<file path="config.mk">
export PLATFORM = sky130hd
export DESIGN_NAME = fiic_datapath
export DESIGN_NICKNAME = d
export VERILOG_FILES = /design/src/fiic_pkg.sv /design/src/fiic_datapath.sv
export SDC_FILE = /design/constraint.sdc
export NUM_CORES = 1
export LEC_CHECK = 0
export BUFFER_PORTS_ARGS = -buffer_cell sky130_fd_sc_hd__buf_2
export CAP_MARGIN = 25
export CORE_ASPECT_RATIO = 2
export CORE_MARGIN = 2
export CORE_UTILIZATION = 25
export DETAILED_ROUTE_END_ITERATION = 16
export HOLD_SLACK_MARGIN = 0.02
export PLACE_DENSITY = 0.41
export REMOVE_ABC_BUFFERS = 1
export SYNTH_ARGS = -nofsm -noshare
export SYNTH_HDL_FRONTEND = slang
export SYNTH_SLANG_ARGS = --single-unit
</file>
<file path="constraint.sdc">
create_clock -name clk -period 4.7 [get_ports clk]
set_clock_uncertainty 0.2 [all_clocks]
set_input_delay 1.175 -clock clk [delete_from_list [all_inputs] [get_ports clk]]
set_output_delay 1.175 -clock clk [all_outputs]
set_load 0.02 [all_outputs]
</file>
<file path="src/fiic_pkg.sv">
// Shared types, constants and control structures of the fragment interval insert checker.
`timescale 1ns / 1ps

package fiic_pkg;

	// Size of the run table; the result's run count field is sized for it.
	localparam int MAX_RUNS = 16;
	localparam int IDX_W = (MAX_RUNS > 1) ? $clog2(MAX_RUNS) : 1;
	localparam int CNT_W = 5;

	// Command codes.
	localparam logic CMD_INSERT = 1'b0;
	localparam logic CMD_CLEAR = 1'b1;

	// Status codes.
	localparam logic [1:0] ST_OK = 2'd0;
	localparam logic [1:0] ST_DUP = 2'd1;
	localparam logic [1:0] ST_OVERLAP = 2'd2;
	localparam logic [1:0] ST_FULL = 2'd3;

	// Input transaction.
	typedef struct packed {
		logic command;
		logic [15:0] frag_offset;
		logic [15:0] frag_end;
	} in_t;

	// Result transaction.
	typedef struct packed {
		logic [1:0] status;
		logic [CNT_W-1:0] run_count;
		logic [15:0] tail_end;
	} out_t;

	// One stored run of received bytes.
	typedef struct packed {
		logic [15:0] start;
		logic [16:0] length;
	} run_t;

	// How a command completes.
	typedef enum logic [2:0] {
		FIN_NONE,
		FIN_REPORT,
		FIN_CLEAR,
		FIN_OPEN_TAIL,
		FIN_OPEN_INNER,
		FIN_EXTEND
	} fin_op_t;

	// Commands from the controller to the datapath.
	typedef struct packed {
		logic load_in;
		logic scan_start;
		logic rd_next;
		logic rd_last;
		fin_op_t fin_op;
		logic [1:0] fin_status;
	} ctl_cmd_t;

	// Status from the datapath to the controller.
	typedef struct packed {
		logic is_clear;
		logic reversed;
		logic empty;
		logic past_tail;
		logic off_below_tail;
		logic off_at_tail;
		logic full;
		logic no_runs;
		logic scan_overlap;
		logic dup_any;
		logic scan_last;
		logic out_free;
	} ctl_sts_t;

endpackage

</file>
<file path="src/fiic_datapath.sv">
// Datapath: run table memory, tail registers, scan compare and result register.
`timescale 1ns / 1ps

module fiic_datapath
	import fiic_pkg::*;
(
	input logic clk,
	input logic arst_n,
	input in_t cmd_data,
	input ctl_cmd_t ctl,
	output ctl_sts_t sts,
	output logic res_valid,
	input logic res_stall,
	output out_t res_data
);

	in_t cmd_q;
	run_t run_mem [MAX_RUNS];
	run_t rd_q;
	logic [CNT_W-1:0] runs_used_q;
	logic [IDX_W-1:0] last_slot_q;
	logic [15:0] high_end_q;
	logic empty_q;
	logic [IDX_W-1:0] idx_q;
	logic dup_q;
	logic res_valid_q;
	out_t res_q;

	logic [15:0] frag_len;
	logic [17:0] run_end;
	logic touch;
	logic contained;
	logic rd_en;
	logic [IDX_W-1:0] rd_addr;
	logic wr_en;
	logic [IDX_W-1:0] wr_addr;
	run_t wr_run;
	logic [CNT_W-1:0] runs_nxt;
	logic [IDX_W-1:0] last_nxt;
	logic [15:0] high_nxt;
	logic empty_nxt;
	logic [CNT_W-1:0] idx_plus;

	// Latch the accepted transaction.
	always_ff @(posedge clk) begin
		if (ctl.load_in) begin
			cmd_q <= cmd_data;
		end
	end

	assign frag_len = cmd_q.frag_end - cmd_q.frag_offset;

	// Compare the fragment against the run read out of the table.
	assign run_end = {2'b00, rd_q.start} + {1'b0, rd_q.length};
	assign touch = !(({2'b00, cmd_q.frag_end} <= {2'b00, rd_q.start}) ||
		({2'b00, cmd_q.frag_offset} >= run_end));
	assign contained = (cmd_q.frag_offset >= rd_q.start) &&
		({2'b00, cmd_q.frag_end} <= run_end);
	assign idx_plus = CNT_W'(idx_q) + CNT_W'(1);

	// Status toward the controller.
	always_comb begin
		sts.is_clear = (cmd_q.command == CMD_CLEAR);
		sts.reversed = (cmd_q.frag_end < cmd_q.frag_offset);
		sts.empty = empty_q;
		sts.past_tail = (high_end_q < cmd_q.frag_end);
		sts.off_below_tail = (cmd_q.frag_offset < high_end_q);
		sts.off_at_tail = (cmd_q.frag_offset == high_end_q);
		sts.full = (runs_used_q >= CNT_W'(MAX_RUNS));
		sts.no_runs = (runs_used_q == '0);
		sts.scan_overlap = touch && !contained;
		sts.dup_any = dup_q || (touch && contained);
		sts.scan_last = (idx_plus >= runs_used_q);
		sts.out_free = !res_valid_q || !res_stall;
	end

	// Table read port: scan from slot zero onward, or fetch the last run.
	always_comb begin
		rd_en = ctl.scan_start || ctl.rd_next || ctl.rd_last;
		priority if (ctl.scan_start) begin
			rd_addr = '0;
		end else if (ctl.rd_next) begin
			rd_addr = idx_plus[IDX_W-1:0];
		end else begin
			rd_addr = last_slot_q;
		end
	end

	always_ff @(posedge clk) begin
		if (rd_en) begin
			rd_q <= run_mem[rd_addr];
		end
	end

	// Table write port: a new run goes to the next free slot, an extension rewrites the last.
	always_comb begin
		wr_en = 1'b0;
		wr_addr = runs_used_q[IDX_W-1:0];
		wr_run.start = cmd_q.frag_offset;
		wr_run.length = {1'b0, frag_len};
		unique case (ctl.fin_op)
			FIN_OPEN_TAIL, FIN_OPEN_INNER: begin
				wr_en = 1'b1;
			end
			FIN_EXTEND: begin
				wr_en = 1'b1;
				wr_addr = last_slot_q;
				wr_run.start = rd_q.start;
				wr_run.length = rd_q.length + {1'b0, frag_len};
			end
			default: begin
				wr_en = 1'b0;
			end
		endcase
	end

	always_ff @(posedge clk) begin
		if (wr_en) begin
			run_mem[wr_addr] <= wr_run;
		end
	end

	// Next values of the table bookkeeping when a command completes.
	always_comb begin
		runs_nxt = runs_used_q;
		last_nxt = last_slot_q;
		high_nxt = high_end_q;
		empty_nxt = empty_q;
		unique case (ctl.fin_op)
			FIN_CLEAR: begin
				runs_nxt = '0;
				last_nxt = '0;
				high_nxt = '0;
				empty_nxt = 1'b1;
			end
			FIN_OPEN_TAIL: begin
				runs_nxt = runs_used_q + CNT_W'(1);
				last_nxt = runs_used_q[IDX_W-1:0];
				high_nxt = cmd_q.frag_end;
				empty_nxt = 1'b0;
			end
			FIN_OPEN_INNER: begin
				runs_nxt = runs_used_q + CNT_W'(1);
				empty_nxt = 1'b0;
			end
			FIN_EXTEND: begin
				high_nxt = cmd_q.frag_end;
			end
			default: begin
				runs_nxt = runs_used_q;
			end
		endcase
	end

	// Bookkeeping registers and scan position.
	always_ff @(posedge clk or negedge arst_n) begin
		if (!arst_n) begin
			runs_used_q <= '0;
			last_slot_q <= '0;
			high_end_q <= '0;
			empty_q <= 1'b1;
			idx_q <= '0;
			dup_q <= 1'b0;
		end else begin
			runs_used_q <= runs_nxt;
			last_slot_q <= last_nxt;
			high_end_q <= high_nxt;
			empty_q <= empty_nxt;
			if (ctl.scan_start) begin
				idx_q <= '0;
				dup_q <= 1'b0;
			end else if (ctl.rd_next) begin
				idx_q <= idx_plus[IDX_W-1:0];
				dup_q <= sts.dup_any;
			end
		end
	end

	// Result register: filled when a command completes, emptied when taken.
	always_ff @(posedge clk or negedge arst_n) begin
		if (!arst_n) begin
			res_valid_q <= 1'b0;
		end else if (ctl.fin_op != FIN_NONE) begin
			res_valid_q <= 1'b1;
		end else if (!res_stall) begin
			res_valid_q <= 1'b0;
		end
	end

	always_ff @(posedge clk) begin
		if (ctl.fin_op != FIN_NONE) begin
			res_q.status <= ctl.fin_status;
			res_q.run_count <= runs_nxt;
			res_q.tail_end <= high_nxt;
		end
	end

	assign res_valid = res_valid_q;
	assign res_data = res_q;

endmodule

</file>
==> impl_metrics.toml, run 1 <==
[status]
status = "finished with violations"
violations = "setup timing"

[die]
core_area_sq_mm = 0.116
dieArea_sq_mm = 0.120
die_y_microns = 489
start_util_pct = 25.2
die_w_microns = 246
num_rows = 177
ios = 81

[route]
wl_per_cell_microns = 23.7
first_iter_violations = 888
drtPass1Iterations = 5
ant_nets = 0
via_per_inst = 4.70
drc_errors = 0
vias = 17634
wl_mm = 89.0

[timing]
rsz0062_at_grt = "true"
setup_viol = 3
tns_ns = -2.73
layout_min_cycle_time_ns = 5.98
whs_ns = 0.310
hold_violations = 0
slew_headroom_pct = 32.5
tightest_slew_ns = 1.01
fin_crit_sh_pct = 127
timing.fmax_ghz = 0.167
timing.final.ws_setup_ns = -1.28
final_max_slew_viol_count = 0

[final_layout]
final_cells = 3748
drive_above_1_share_pct = 29.5
synthToLayoutAreaGrowth_pct = 22.7
nets = 2376
finish.utilization_pct = 30.9

[place]
gp_congestion = 0.845
portBuffers = 80
post-place-cells = 3612
hpwl_mm = 58.5
dp_slack_ns = -1.08

[logic_synthesis]
syn_inst = 1866
synthFlopType = "edfxtp_1"
yosysSeqAreaShare_pct = 65.8
synth-compound-area-share_pct = 7.92
synth_area_sq_mm = 0.0294
synth.avg_cell_area_sq_um = 15.7
synthArstFlopShare_pct = 4.93
synth_edf_count = 617
synth_xor_area_share_pct = 1.19
ys.warnings.count = 0
synth-simple-area-share_pct = 5.95
ys_seq_elements = 649
synth_fa_ha_area_share_pct = 6.63
synth_top_family_by_area = "multiplexers"
muxShareOfSynthArea_pct = 10.2
ys_types = 74

[clock_network]
ctsHoldBuffers = 0
path_clk_slew_ns = 0.08
htreeDepth = 2
clock_sinks = 649
cts_root_buf = "clkbuf_16"
cts_buffers = 56
clock_path_buffers = 3
clk-insertion-delay-late_ns = 0.64
cts_tree = "yes"

[worst_setup_path]
timing.critical_path.from = "rd_q[0]"
worstPathRequired_ns = 3.32
r2r_cells = 22
crit_fanout = 3
endpoint = "sts[2]"
critPathBufInv = 4
r2r_start = "cmd_q[0]"
crit_chain = "ha_4 -> inv_2 -> fa_2 -> nor2b_4 -> o31ai_4 -> a21oi_2 -> a21o_1 -> a21o_2 -> a21oi_2 -> xor2_1 -> buf_4 -> ha_4 -> o21a_1 -> a21oi_2 -> a41oi_2 -> maj3_2 -> a221oi_4 -> buf_4 -> o21ai_2 -> a31oi_1 -> buf_4"
worst_setup_path_start_kind = "flip-flop"
r2r_slack_ns = 0.06
critical-path-top-delay-family = "compound AO/OA/AOI/OAI gates"
path_class = "flip-flop to output pin"
max_stage_delay_ns = 0.44
cp.depth = 21
r2r_end = "run_mem[9][15]"
cp-end-kind = "output pin"
cp_slowest_cell = "edfxtp_1"
cp.arrival_ns = 4.61

[power_and_ir_drop]
swShare_pct = 30.2
leakage_nw = 12.7
pwr-share-seq_pct = 41.9
clkPwrFrac_pct = 29.0
power_density_mw_per_mm2 = 474
comb_power_share_pct = 29.1
irDropWorstVdd_mv = 0.388
p_switching_w = 0.00515
internal-power_w = 0.0119

[global_routing]
grt_first_pass_wirelength_mm = 129
grt_overflow_total = 0
grt_pass1_vias = 19185
grtUsageTotal_pct = 14.8
antenna_found_initial = 1
grt_max_degree = 67

[job]
maxCapViolCount = 0

[worst_hold_path]
holdCritPathClass = "flip-flop to flip-flop"
holdPathStages = 2
[cells in the mapped netlist (5+ instances only)]
| master | n | area [sq um] |
|---|---|---|
| edfxtp_1 | 617 | 18500 |
| nand2_1 | 174 | 653 |
| ha_1 | 149 | 1860 |
| mux4_2 | 132 | 2970 |
| inv_1 | 85 | 319 |
| nor2_1 | 69 | 259 |
| o21ai_0 | 65 | 325 |
| a31oi_1 | 62 | 388 |
| a21oi_1 | 60 | 300 |
| clkbuf_1 | 47 | 176 |
| a211oi_1 | 43 | 323 |
| a21o_1 | 34 | 255 |
| and2_1 | 34 | 213 |
| dfrtp_1 | 31 | 776 |
| buf_2 | 23 | 115 |
| xnor2_1 | 21 | 184 |
| nand3_1 | 19 | 95.1 |
| xor2_1 | 19 | 166 |
| nor3_1 | 16 | 80.1 |
| a221oi_1 | 15 | 131 |
| nand4_1 | 14 | 87.6 |
| o21a_1 | 14 | 105 |
| nand2b_1 | 11 | 68.8 |
| nor2b_1 | 7 | 43.8 |
| o211ai_1 | 7 | 52.6 |
| and3_1 | 6 | 37.5 |
| o21bai_1 | 6 | 45.0 |
| a2111oi_0 | 5 | 43.8 |
| buf_4 | 5 | 37.5 |
| or3_1 | 5 | 31.3 |
[timing repair]
action / 4_1_cts / 5_1_grt
pin swaps: 40 / 31
gates resized for setup: 68 / 35
hold endpoints to repair: 0 / 0
cloned: 1 / 1
setup endpoints to repair: 100 / 100
setup buffers: 21 / 13
[power by group through the flow]
stage	clock network, W	logic [W]	registers (W)
finish	0.00496	0.00498	0.00715
global route	0.00529	0.00546	0.00719
CTS	0.00513	0.00484	0.00716
detailed placement	0	0.00454	0.00728
global placement	0	0.00449	0.00727
floorplan	0	0.00272	0.00725
[worst min-delay path by stage]
stage,startpoint,end,slack (ns)
after global placement,res_valid,res_valid,0.27
final,empty_q,empty_q,0.31
after floorplan,idx_q[3],idx_q[3],0.29
after global routing,res_valid,res_valid,0.34
after CTS,empty_q,empty_q,0.31
after detailed placement,empty_q,empty_q,0.30
[tightest hold or removal path: stages (launching register included)]
cell	delay, ns
dfstp_2	0.38
o21ai_0	0.06
a21oi_1	0.07
[area by class of cell]
type	count	area, sq um
fillers	11653	80500
flip-flops and latches	649	19300
multi-input cells	1058	9980
repair buffers	329	2570
well taps	1521	1900
clock buffers	69	1480
clock inverters	36	447
inverters	85	319
diodes	1	2.50
[layer usage]
metal	vias to the layer above	track usage (%)	routed length, microns
met3	127	1.21	2140
met1	9217	15.5	32300
li1	7957	-	-
met4	0	5.03	2810
met5	-	0	0
met2	333	30.0	51700
[registers in the layout, indices dropped and copies added, names as in the netlist]
| register | count |
|---|---|
| cmd_q | 32 |
| idx_q | 4 |
| last_slot_q | 4 |
| res_data | 23 |
| high_end_q | 16 |
| res_valid | 1 |
| run_mem | 528 |
| dup_q | 1 |
| empty_q | 1 |
| runs_used_q | 5 |
| sts | 1 |
| rd_q | 33 |
[metrics by stage]
step / instance area (sq um) / power [W]
after floorplan: 29000 / 0.00997
after global placement: 33400 / 0.0118
after detailed placement: 33400 / 0.0118
after CTS: 35800 / 0.0171
after global routing: 36000 / 0.0179
final: 36000 / 0.0171
[kinds of logic after synthesis]
family                     count (synthesis)
muxes                                    135
xor gates and xnor gates                  40
AOI/OAI and AO/OA                        350
adders and majority gates                154
and+or+nand+nor                          377
buffers and inverters                    161
DFF                                      649
[cells in the final DEF (no fill, tap or decap), types with 16 or more instances in the layout]
cell and n:
edfxtp_1 617, buf_4 227, nand2_1 174, ha_1 139, mux4_2 132, inv_1 80, buf_2 76, a31oi_1 59
clkbuf_16 57, o21ai_0 51, a21oi_1 50, nor2_1 47, a211oi_1 39, a21o_1 34, and2_1 33, dfrtp_1 31
buf_12 22, nand3_1 19, xnor2_1 18, xor2_1 18, nor2_4 16
No activity file was read; power rests on OpenSTA's default activity.
==> run 2: changes to the inputs <==
==> constraint.sdc (replaced) <==
create_clock -name clk -period 4.7 [get_ports clk]
set_clock_uncertainty 0.2 [all_clocks]
set_input_delay 1.175 -clock clk [delete_from_list [all_inputs] [get_ports clk]]
set_output_delay 1.175 -clock clk [all_outputs]
set_load 0.05 [all_outputs]
==> run 2 against run 1 <==
The flow still finishes with violations (setup timing). Die area unchanged. Count of clock-buffer cells in the layout down 5. Cell count up 0.29%. Critical endpoint unchanged. Highest routed layer unchanged. Via count about the same.
==> impl_metrics.toml, run 2 (synthesis results as in run 1) <==
[status]
status = "finished with violations"
violations = "setup timing"

[timing]
final_max_slew_viol_count = 0
timing.final.ws_setup_ns = -1.35
layout_min_cycle_time_ns = 6.05
rsz0062_at_grt = "true"
timing.fmax_ghz = 0.165
setup_viol = 27
slew_headroom_pct = 31.7
hold_violations = 0
tightest_slew_ns = 1.02
fin_crit_sh_pct = 129
tns_ns = -5.14

[die]
dieArea_sq_mm = 0.120
die_y_microns = 489
core_area_sq_mm = 0.116
start_util_pct = 25.2
die_w_microns = 246
ios = 81
num_rows = 177

[clock_network]
cts_root_buf = "clkbuf_16"
clock_sinks = 649
clk-insertion-delay-late_ns = 0.66
clock_path_buffers = 3
cts_tree = "yes"
htreeDepth = 2
path_clk_slew_ns = 0.08
cts_buffers = 55

[place]
portBuffers = 80
dpl_cell_area_sq_mm = 0.0335
hpwl_mm = 58.7
dp_slack_ns = -1.19
gp_congestion = 0.830

[power_and_ir_drop]
power_density_mw_per_mm2 = 479
pwr-share-seq_pct = 41.2
total_power_w = 0.0173
p_switching_w = 0.00532
internal-power_w = 0.0120
clkPwrFrac_pct = 28.9
swShare_pct = 30.7
comb_power_share_pct = 29.9
leakage_nw = 12.8
irDropWorstVdd_mv = 0.397

[final_layout]
stdcell_area_sq_mm = 0.0362
regMostFlops = "run_mem"
nets = 2388
layout_common_cells = "edfxtp_1, buf_4, nand2_1"
largest_reg_flops = 528
fillCellCount = 11616
drive_above_1_share_pct = 30.0
largestRegisters = "run_mem x528, rd_q x33, cmd_q x32"
final_common_cell = "edfxtp_1"
synthToLayoutAreaGrowth_pct = 23.3

[global_routing]
grt_overflow_total = 0
grt_first_pass_wirelength_mm = 129
grtUsageTotal_pct = 14.7
grt_pass1_vias = 19122
grt_max_degree = 57
antenna_found_initial = 1

[route]
vias = 17635
wl_mm = 88.8
first_iter_violations = 932
via_per_inst = 4.69
drc_errors = 0
drtPass1Iterations = 4
ant_nets = 0
wl_per_cell_microns = 23.6

[worst_setup_path]
cp.arrival_ns = 4.68
cp_slowest_cell = "edfxtp_1"
max_stage_delay_ns = 0.44
cp-end-kind = "output pin"
worstPathRequired_ns = 3.32
worst_setup_path_start_kind = "flip-flop"
path_class = "flip-flop to output pin"
crit_chain = "ha_4 -> buf_6 -> a211oi_2 -> buf_4 -> o21ai_4 -> a31oi_4 -> o21bai_1 -> a21o_2 -> a21o_1 -> a21oi_2 -> xor2_2 -> ha_1 -> o21a_1 -> a21oi_2 -> a41oi_2 -> maj3_2 -> a221oi_4 -> buf_4 -> o21ai_4 -> a31oi_4 -> buf_6"
crit_fanout = 2

[worst_hold_path]
holdCritPathClass = "flip-flop to flip-flop"

[job]
maxCapViolCount = 0
## run 2: final timing paths
check | cells after the start | endpoint | from | slack [ns]
setup / recovery | 21 | sts[2] | rd_q[0] | -1.35
max in group asynchronous | 1 | res_valid | arst_n | 3.27
hold / removal | 2 | res_valid | res_valid | 0.30
hold reg to reg | 2 | res_valid | res_valid | 0.30
setup reg to reg | 24 | run_mem[15][15] | cmd_q[0] | -0.16
min in group asynchronous | 1 | runs_used_q[0] | arst_n | 0.45
## run 2: worst max-delay path, delay by kind of cell (launching register included)
family          cells  cell delay (ns)
buf+inv             4             0.62
xor+xnor            1             0.17
flops               1             0.44
compound gates     13             1.99
fa+ha+maj           3             0.81
## run 2: what timing repair did
item                       4_1_cts  5_1_grt
hold buffers                     0        0
gates resized for setup         77       45
cloned                           2        1
setup endpoints to repair      100      101
setup buffers                   21       14
pin swaps                       47       37
## run 2: power by group through the flow
| stage | Clock (W) | Sequential [W] | Combinational (W) |
|---|---|---|---|
| after floorplan | 0 | 0.00732 | 0.00278 |
| after global placement | 0 | 0.00726 | 0.00465 |
| after detailed placement | 0 | 0.00727 | 0.00470 |
| after CTS | 0.00515 | 0.00715 | 0.00505 |
| after global routing | 0.00533 | 0.00718 | 0.00568 |
| final | 0.00501 | 0.00715 | 0.00519 |
## run 2: cell type report
class / count / area, sq um / share of cell area (%)
diodes: 1 / 2.50 / 0.00691
clock buffers: 64 / 1410 / 3.89
clock inverters: 39 / 517 / 1.43
inverters: 85 / 319 / 0.881
multi-input cells: 1058 / 10000 / 27.7
flip-flops and latches: 649 / 19300 / 53.4
well taps: 1521 / 1900 / 5.26
repair buffers: 342 / 2710 / 7.48
## run 2: per-layer routing
metal / wire (microns) / vias up / GRT usage (%)
li1: - / 7983 / -
met1: 32200 / 9203 / 15.3
met2: 51500 / 332 / 30.1
met3: 2370 / 117 / 1.32
met4: 2740 / 0 / 4.85
met5: 0 / - / 0
## run 2: metrics by stage
stage / utilization (%) / hold WS (ns) / cells
after global routing: 31.1 / 0.342 / 3759
after global placement: 28.8 / 0.273 / 3623
final: 31.1 / 0.296 / 3759
after floorplan: - / 0.286 / 1790
after CTS: 30.8 / 0.305 / 3748
after detailed placement: 28.8 / 0.289 / 3623
